### config.mk
export PLATFORM = sky130hd
export DESIGN_NAME = analogue_threshold_event_detector
export DESIGN_NICKNAME = d
export VERILOG_FILES = /design/src/sv/atd_pkg.sv /design/src/sv/analogue_threshold_event_detector.sv /design/src/sv/atd_eval.sv /design/src/sv/atd_result_buf.sv
export SDC_FILE = /design/constraint.sdc
export NUM_CORES = 1
export LEC_CHECK = 0
export BUFFER_PORTS_ARGS = -buffer_cell sky130_fd_sc_hd__buf_2
export CORE_MARGIN = 2
export CORE_UTILIZATION = 60
export CTS_CLUSTER_SIZE = 25
export DETAILED_ROUTE_END_ITERATION = 6
export GPL_TIMING_DRIVEN = 0
export PLACE_DENSITY = 0.81
export SLEW_MARGIN = 20
export SYNTH_ARGS = -nofsm -noshare
export SYNTH_HDL_FRONTEND = slang
export SYNTH_SLANG_ARGS = --single-unit
### constraint.sdc
create_clock -name clk_i -period 6.5 [get_ports clk_i]
set_input_delay 0.65 -clock clk_i [delete_from_list [all_inputs] [get_ports clk_i]]
set_output_delay 0.65 -clock clk_i [all_outputs]
set_load 0.005 [all_outputs]
### src/sv/atd_pkg.sv
package atd_pkg;

  localparam int unsigned SampleW = 12;
  localparam int unsigned ByteW   = 8;
  localparam int unsigned CmpW    = 14;  // signed bounds span -255 .. 4350
  localparam int unsigned NarrowShift = 4;
  localparam int unsigned CfgIdxW = 3;

  typedef enum logic [1:0] {
    BAND_OFF   = 2'd0,
    BAND_UPPER = 2'd1,
    BAND_LOWER = 2'd2
  } band_e;

  typedef enum logic [1:0] {
    KIND_UPPER = 2'd0,
    KIND_LOWER = 2'd1,
    KIND_SETUP = 2'd2
  } kind_e;

  localparam logic [1:0] REQ_NORMAL = 2'd0;
  localparam logic [1:0] REQ_SAVE   = 2'd2;

  localparam logic [CfgIdxW-1:0] REG_SENSOR_MODE     = 3'd0;
  localparam logic [CfgIdxW-1:0] REG_CENTRE_OFFSET   = 3'd1;
  localparam logic [CfgIdxW-1:0] REG_TRIP_THRESHOLD  = 3'd2;
  localparam logic [CfgIdxW-1:0] REG_HYSTERESIS_BAND = 3'd3;
  localparam logic [CfgIdxW-1:0] REG_INVERT_EVENTS   = 3'd4;
  localparam logic [CfgIdxW-1:0] REG_SUPPRESS_OFF    = 3'd5;

  localparam logic [SampleW-1:0] OffsetReset = 12'd2048;
  localparam logic [ByteW-1:0]   ThreshReset = 8'd128;
  localparam logic [ByteW-1:0]   HystReset   = 8'd4;

  typedef struct packed {
    logic               sensor_mode;
    logic [SampleW-1:0] centre_offset;
    logic [ByteW-1:0]   trip_threshold;
    logic [ByteW-1:0]   hysteresis_band;
    logic               invert_events;
    logic               suppress_off;
  } cfg_t;

  typedef struct packed {
    logic [1:0]         kind;
    logic               event_on;
    logic [SampleW-1:0] reading;
    logic               save_offset;
    logic               last_result;
  } result_t;

endpackage

### src/sv/analogue_threshold_event_detector.sv
// channel   direction  handshake               payload
// input     in         in_valid_i/in_ready_o   sample_i, setup_request_i
// result    out        out_valid_o/out_ready_i result_kind_o, event_on_o, reading_o,
//                                              save_offset_o, last_result_o
// config    in         cfg_valid_i/cfg_ready_o cfg_index_i, cfg_data_i
//
// a sample is registered, evaluated combinationally and its results land in a
// two-entry result register; the first result is valid from that register
// one sample per cycle while each yields at most one result and the port is ready;
// two results hold the next sample until both drain, set by the single result port
// reset clears the band state and the armed flag and restores config defaults
// a stalled result port backs up into the input register and then in_ready_o
module analogue_threshold_event_detector (
  input  logic                                clk_i,
  input  logic                                rst_ni,
  input  logic                                in_valid_i,
  output logic                                in_ready_o,
  input  logic [atd_pkg::SampleW-1:0]         sample_i,
  input  logic [1:0]                          setup_request_i,
  output logic                                out_valid_o,
  input  logic                                out_ready_i,
  output logic [1:0]                          result_kind_o,
  output logic                                event_on_o,
  output logic [atd_pkg::SampleW-1:0]         reading_o,
  output logic                                save_offset_o,
  output logic                                last_result_o,
  input  logic                                cfg_valid_i,
  output logic                                cfg_ready_o,
  input  logic [atd_pkg::CfgIdxW-1:0]         cfg_index_i,
  input  logic [atd_pkg::SampleW-1:0]         cfg_data_i
);

  atd_pkg::cfg_t cfg_q, cfg_d;
  atd_pkg::band_e band_q, band_next;
  logic armed_q;

  logic s1_valid_q;
  logic [atd_pkg::SampleW-1:0] s1_sample_q;
  logic [1:0] s1_req_q;
  logic s1_fire, buf_free;

  atd_pkg::result_t res0, res1, head;
  logic [1:0] res_cnt;

  assign cfg_ready_o = 1'b1;
  assign s1_fire     = s1_valid_q && buf_free;
  assign in_ready_o  = !s1_valid_q || s1_fire;

  always_comb begin
    cfg_d = cfg_q;
    if (cfg_valid_i) begin
      case (cfg_index_i)
        atd_pkg::REG_SENSOR_MODE:     cfg_d.sensor_mode     = cfg_data_i[0];
        atd_pkg::REG_CENTRE_OFFSET:   cfg_d.centre_offset   = cfg_data_i;
        atd_pkg::REG_TRIP_THRESHOLD:  cfg_d.trip_threshold  = cfg_data_i[atd_pkg::ByteW-1:0];
        atd_pkg::REG_HYSTERESIS_BAND: cfg_d.hysteresis_band = cfg_data_i[atd_pkg::ByteW-1:0];
        atd_pkg::REG_INVERT_EVENTS:   cfg_d.invert_events   = cfg_data_i[0];
        atd_pkg::REG_SUPPRESS_OFF:    cfg_d.suppress_off    = cfg_data_i[0];
        default: ;
      endcase
    end
  end

  always_ff @(posedge clk_i or negedge rst_ni) begin
    if (!rst_ni) begin
      cfg_q.sensor_mode     <= 1'b0;
      cfg_q.centre_offset   <= atd_pkg::OffsetReset;
      cfg_q.trip_threshold  <= atd_pkg::ThreshReset;
      cfg_q.hysteresis_band <= atd_pkg::HystReset;
      cfg_q.invert_events   <= 1'b0;
      cfg_q.suppress_off    <= 1'b0;
      band_q                <= atd_pkg::BAND_OFF;
      armed_q               <= 1'b0;
      s1_valid_q            <= 1'b0;
    end else begin
      cfg_q <= cfg_d;
      if (in_ready_o) begin
        s1_valid_q <= in_valid_i;
      end
      if (s1_fire) begin
        band_q  <= band_next;
        armed_q <= 1'b1;
      end
    end
  end

  always_ff @(posedge clk_i) begin
    if (in_valid_i && in_ready_o) begin
      s1_sample_q <= sample_i;
      s1_req_q    <= setup_request_i;
    end
  end

  atd_eval u_eval (
    .cfg_i           (cfg_q),
    .band_i          (band_q),
    .armed_i         (armed_q),
    .sample_i        (s1_sample_q),
    .setup_request_i (s1_req_q),
    .band_o          (band_next),
    .res0_o          (res0),
    .res1_o          (res1),
    .res_cnt_o       (res_cnt)
  );

  atd_result_buf u_result_buf (
    .clk_i       (clk_i),
    .rst_ni      (rst_ni),
    .load_i      (s1_fire),
    .load_cnt_i  (res_cnt),
    .res0_i      (res0),
    .res1_i      (res1),
    .free_o      (buf_free),
    .out_valid_o (out_valid_o),
    .out_ready_i (out_ready_i),
    .head_o      (head)
  );

  assign result_kind_o = head.kind;
  assign event_on_o    = head.event_on;
  assign reading_o     = head.reading;
  assign save_offset_o = head.save_offset;
  assign last_result_o = head.last_result;

endmodule

### src/sv/atd_eval.sv
module atd_eval (
  input  atd_pkg::cfg_t                  cfg_i,
  input  atd_pkg::band_e                 band_i,
  input  logic                           armed_i,
  input  logic [atd_pkg::SampleW-1:0]    sample_i,
  input  logic [1:0]                     setup_request_i,
  output atd_pkg::band_e                 band_o,
  output atd_pkg::result_t               res0_o,
  output atd_pkg::result_t               res1_o,
  output logic [1:0]                     res_cnt_o
);

  logic signed [atd_pkg::CmpW-1:0] adc, hthr, hhys, lthr, lhys;
  logic signed [atd_pkg::CmpW-1:0] off_s, thr_s, hys_s;
  atd_pkg::band_e band_mid;
  logic up_ev, up_on, lo_ev, lo_on;
  logic on_pol, off_pol;
  atd_pkg::result_t up_res, lo_res, setup_res;

  assign off_s = $signed({2'b00, cfg_i.centre_offset});
  assign thr_s = $signed({6'b000000, cfg_i.trip_threshold});
  assign hys_s = $signed({6'b000000, cfg_i.hysteresis_band});

  assign on_pol  = ~cfg_i.invert_events;
  assign off_pol = cfg_i.invert_events;

  always_comb begin
    if (cfg_i.sensor_mode) begin
      adc  = $signed({2'b00, sample_i});
      hthr = off_s + thr_s;
      hhys = hthr - hys_s;
      lthr = off_s - thr_s;
      lhys = lthr + hys_s;
    end else begin
      adc  = $signed({6'b000000, sample_i[atd_pkg::SampleW-1:atd_pkg::NarrowShift]});
      hthr = '0;
      hhys = '0;
      lthr = thr_s;
      lhys = thr_s + hys_s;
    end
  end

  // upper side, magnet mode only
  always_comb begin
    band_mid = band_i;
    up_ev    = 1'b0;
    up_on    = 1'b0;
    if (cfg_i.sensor_mode) begin
      if (band_i != atd_pkg::BAND_UPPER && adc >= hthr) begin
        band_mid = atd_pkg::BAND_UPPER;
        up_ev    = armed_i;
        up_on    = 1'b1;
      end else if (band_i == atd_pkg::BAND_UPPER && adc <= hhys) begin
        band_mid = atd_pkg::BAND_OFF;
        up_ev    = armed_i & ~cfg_i.suppress_off;
      end
    end
  end

  // lower side sees the state left by the upper test
  always_comb begin
    band_o = band_mid;
    lo_ev  = 1'b0;
    lo_on  = 1'b0;
    if (band_mid != atd_pkg::BAND_LOWER && adc <= lthr) begin
      band_o = atd_pkg::BAND_LOWER;
      lo_ev  = armed_i;
      lo_on  = 1'b1;
    end else if (band_mid == atd_pkg::BAND_LOWER && adc >= lhys) begin
      band_o = atd_pkg::BAND_OFF;
      lo_ev  = armed_i & ~cfg_i.suppress_off;
    end
    if (setup_request_i != atd_pkg::REQ_NORMAL) begin
      band_o = band_i;
    end
  end

  always_comb begin
    up_res             = '0;
    up_res.kind        = atd_pkg::KIND_UPPER;
    up_res.event_on    = up_on ? on_pol : off_pol;
    up_res.last_result = ~lo_ev;

    lo_res             = '0;
    lo_res.kind        = atd_pkg::KIND_LOWER;
    lo_res.event_on    = lo_on ? on_pol : off_pol;
    lo_res.last_result = 1'b1;

    setup_res             = '0;
    setup_res.kind        = atd_pkg::KIND_SETUP;
    setup_res.reading     = sample_i;
    setup_res.save_offset = (setup_request_i == atd_pkg::REQ_SAVE);
    setup_res.last_result = 1'b1;
  end

  always_comb begin
    if (setup_request_i != atd_pkg::REQ_NORMAL) begin
      res0_o    = setup_res;
      res1_o    = setup_res;
      res_cnt_o = 2'd1;
    end else if (up_ev) begin
      res0_o    = up_res;
      res1_o    = lo_res;
      res_cnt_o = lo_ev ? 2'd2 : 2'd1;
    end else begin
      res0_o    = lo_res;
      res1_o    = lo_res;
      res_cnt_o = {1'b0, lo_ev};
    end
  end

endmodule

### src/sv/atd_result_buf.sv
module atd_result_buf (
  input  logic             clk_i,
  input  logic             rst_ni,
  input  logic             load_i,
  input  logic [1:0]       load_cnt_i,
  input  atd_pkg::result_t res0_i,
  input  atd_pkg::result_t res1_i,
  output logic             free_o,
  output logic             out_valid_o,
  input  logic             out_ready_i,
  output atd_pkg::result_t head_o
);

  logic [1:0] cnt_q, cnt_d;
  atd_pkg::result_t r0_q, r0_d, r1_q, r1_d;
  logic pop;

  assign pop         = (cnt_q != 2'd0) && out_ready_i;
  assign free_o      = (cnt_q == 2'd0) || ((cnt_q == 2'd1) && pop);
  assign out_valid_o = (cnt_q != 2'd0);
  assign head_o      = r0_q;

  always_comb begin
    cnt_d = cnt_q;
    r0_d  = r0_q;
    r1_d  = r1_q;
    if (load_i) begin
      cnt_d = load_cnt_i;
      r0_d  = res0_i;
      r1_d  = res1_i;
    end else if (pop) begin
      cnt_d = cnt_q - 2'd1;
      r0_d  = r1_q;
    end
  end

  always_ff @(posedge clk_i or negedge rst_ni) begin
    if (!rst_ni) begin
      cnt_q <= 2'd0;
    end else begin
      cnt_q <= cnt_d;
    end
  end

  always_ff @(posedge clk_i) begin
    r0_q <= r0_d;
    r1_q <= r1_d;
  end

endmodule

==> summary.md <==
| Metric | Value |
|---|---|
| Root Buffer | clkbuf_16 |
| Post-DRT Antenna Nets | 0 |
| Drt pass-1 iters | 5 |
| Crit path top cell by count | ha_1 |
| Avg Cell Area, Syn | 9.59 um2 |
| Clock Tree Buf Depth | 2 |
| Most used DFF post-synth | edfxtp_1 |
| Max Cap Violations | 0 |
| Synth top area share | 0.203 |
| Number of synthesized flops with an enable pin | 47 |
| Clk_skew | 0.00933 ns |
| Crit Path Category | reg2reg |
| Num ports | 54 |
| Setup Fix Bufs, Post-CTS | 0 |
| Htree depth | 3 |
| Aggregate global-route resource usage | 0.277 |
| Most common cell in the netlist | ha_1 |
| Highest Clock Rate | 161 MHz |
| Top post-synthesis cells by count | ha_1, nand2_1, edfxtp_1 |
| Worst path cell trace | inv_1 -> ha_1 -> nor2b_1 -> o31ai_4 -> a21boi_0 -> ha_1 -> o21ai_0 -> nor2_1 -> o31ai_1 -> a21bo_2 -> a21boi_0 -> o21ai_1 -> xnor2_1 -> nand2_1 -> ha_1 -> nand4_1 -> or3_1 -> a31oi_1 -> o22ai_1 -> a2111oi_1 -> o21a_1 -> ha_1 -> nor3_1 -> a21oi_1 |
| Lkg Pwr | 0.00333 uW |
| Starting density of the core | 0.611 |
| Synth warn | 0 |
| Die extent in x | 112 um |
| Tightest Pin Transition | 0.837 ns |
| Peak per-stage delay on the critical path | 0.61 ns |
| Share of layout cells above drive strength 1 | 0.168 |
| First-pass GRT wire length | 27.0 mm |
| Post-synthesis sequential area ratio | 0.337 |
| Ys async rst share | 0.440 |
| CP max FO | 7 |
| Drt wl/cell | 17.9 um |
| Vias | 5638 |
| Met3 global-route usage | 0.0495 |
| # fillers | 871 |
| Reg clk slew, reported paths | 0.07 ns |
| #FFs+latches synth | 84 |
| Max-slew violations | 0 |
| Number of buffers created by CTS | 9 |
| Endpoints failing hold | 0 |
| Drt total wl | 16.8 mm |
| Final setup fails | 0 |
| Critical Path AT | 6.43 ns |
| Inserted Diodes | 0 |
| Detailed placement HPWL | 13.2 mm |
| Net Count, Synth | 854 |
| Die height | 112 um |
| Synth area leader | edfxtp_1 |
| Std-Cell Core Area | 11400 um2 |
| Synth cell types | 74 |
| RSZ-0062 raised after global routing | false |
| Cells after synthesis | 724 |
| Final setup TNS | 0 ns |
| Fin nets | 917 |
| Synth top area cells | edfxtp_1, ha_1, dfrtp_1, mux2_2, nand2_1 |
| Slowest CP cell | a2111oi_1 |
| Worst path required time | 6.73 ns |
| Reg2reg start | cfg_q[11] |
| Sinks on Clock Net | 84 |
| Final period util | 0.953 |
| Die area | 12400 um2 |
| Power per cell area | 502 nW/um2 |
| Register-to-register path setup slack | 0.30 ns |
| Critical path launch point type | flip-flop |
| Row cnt | 39 |
| Routability cong. | 0.996 |
| Mapped Area | 6940 um2 |
| Maximum number of pins on one net before global-route repair | 38 |
| GR Util met2 | 0.483 |
| CTS tree | built |
| RR Endpoint | u_result_buf.cnt_q[0] |
| IO buf count | 52 |
| Total chip power | 3890 uW |
| Post-route insts no fill | 935 |
| Setup crit end kind | flip-flop |
| Status | finished clean |
| Relative slew slack | 0.442 |
| Placed cells | 919 |
| Number of global-route vias before repair | 5568 |
| Initial DRC Count | 406 |
| Post-DR vias/cell | 6.03 |
| Post-synthesis to final-layout area growth | 11.4% |
| FF-to-FF path depth | 24 |
| HP Class | in2async |
| Clk_lat worst skew | 0.36 ns |
| Met1 GRT Util | 0.334 |
| Global route hottest layer | met2 |
| Fin crit period | 6.20 ns |
| Initial antenna violation count | 0 |
| Max VDD drop | 0.000401 V |
| GRT Residual Overflow | 0 |
| DR DRC count | 0 |
==> power breakdown <==
| part | switching [uW] | internal [uW] | leakage (uW) |
|---|---|---|---|
| combinational | 1370 | 1020 | 0.00229 |
| clock | 221 | 378 | 0.000164 |
| sequential | 98.4 | 797 | 0.000881 |
| total | 1690 | 2200 | 0.00333 |
==> metal layers <==
layer  wire length, um  vias to the layer above
li1                  -                     2745
met1              7280                     2707
met2              8160                      143
met3               688                       43
met4               645                        0
met5                 0                        -
==> through the flow <==
stage / hold slack [ns] / area [um2] / utilization / worst slack (ns)
floorplan: 0.354 / 6940 / - / 1.28
global placement: 0.492 / 7380 / 0.649 / 0.211
detailed placement: 0.520 / 7380 / 0.649 / 0.0562
CTS: 0.414 / 7730 / 0.680 / 0.278
global route: 0.458 / 7740 / 0.681 / 0.0951
finish: 0.389 / 7740 / 0.681 / 0.304
==> cell families (layout without fill, tap and decap cells) <==
logic type / Yosys count / in the layout / share of synthesized area
compound gates: 163 / 163 / 0.159
xor+xnor: 33 / 33 / 0.0416
fa+ha+maj: 96 / 96 / 0.178
other cells: 1 / 1 / 0.000540
buf+inv: 72 / 140 / 0.0407
flops: 84 / 84 / 0.337
mux: 51 / 51 / 0.0813
simple gates: 224 / 224 / 0.161
==> critical path: cells and delay by family, from the launching register on <==
| kind | cells | cell delay [ns] |
|---|---|---|
| flip-flops | 1 | 0.46 |
| adder cells (fa/ha/maj) | 4 | 1.26 |
| AO/OA/AOI/OAI | 12 | 2.98 |
| AND/OR/NAND/NOR | 6 | 1.05 |
| XOR/XNOR | 1 | 0.16 |
| buffers and inverters | 1 | 0.17 |
==> state kept, by name, indices dropped and copies added (netlist names) <==
signal and cells:
cfg_q 31, s1_sample_q 12, u_result_buf.r1_q 16, band_q 2, s1_req_q 2, u_result_buf.head_o 17, armed_q 1, u_result_buf.cnt_q 2
s1_valid_q 1
==> worst max path at each step <==
stage	startpoint	end	slack [ns]	depth (start not counted)
finish	cfg_q[11]	u_result_buf.cnt_q[0]	0.30	24
global route	cfg_q[11]	u_result_buf.cnt_q[0]	0.1	24
CTS	cfg_q[11]	u_result_buf.cnt_q[0]	0.28	24
detailed placement	cfg_q[11]	u_result_buf.cnt_q[0]	0.06	24
global placement	cfg_q[11]	u_result_buf.cnt_q[0]	0.21	24
floorplan	cfg_q[11]	u_result_buf.cnt_q[0]	1.28	25
==> area by class of cell <==
| cell class | instances | area (um2) | area share |
|---|---|---|---|
| buffer | 23 | 100 | 0.0129 |
| clock buffer | 11 | 233 | 0.0301 |
| clock inverter | 5 | 108 | 0.0139 |
| inverter | 49 | 184 | 0.0238 |
| multi-input combinational | 568 | 4330 | 0.560 |
| sequential | 84 | 2340 | 0.303 |
| tap | 143 | 179 | 0.0231 |
| timing repair buffer | 52 | 260 | 0.0336 |
==> layout by cell type, fill, tap and decap left out, types with 15 or more instances in the layout <==
master / instances
o21ai_0: 42
dfrtp_1: 34
and2_1: 20
nand3_1: 16
clkbuf_1: 15
a21oi_1: 37
nand2_1: 62
inv_1: 45
nor2_1: 44
nand2b_1: 17
mux2_2: 43
edfxtp_1: 47
nor2b_1: 18
buf_2: 57
nor3_1: 18
xnor2_1: 19
ha_1: 91
==> what timing repair did <==
| item | 4_1_cts | 5_1_grt |
|---|---|---|
| resized for setup | 1 | 1 |
| cloned | 0 | 0 |
| endpoints found under the setup margin | 1 | 2 |
| hold buffers | 0 | 0 |
| endpoints found under the hold margin | 0 | 0 |
(Power assumes the default switching activity.)
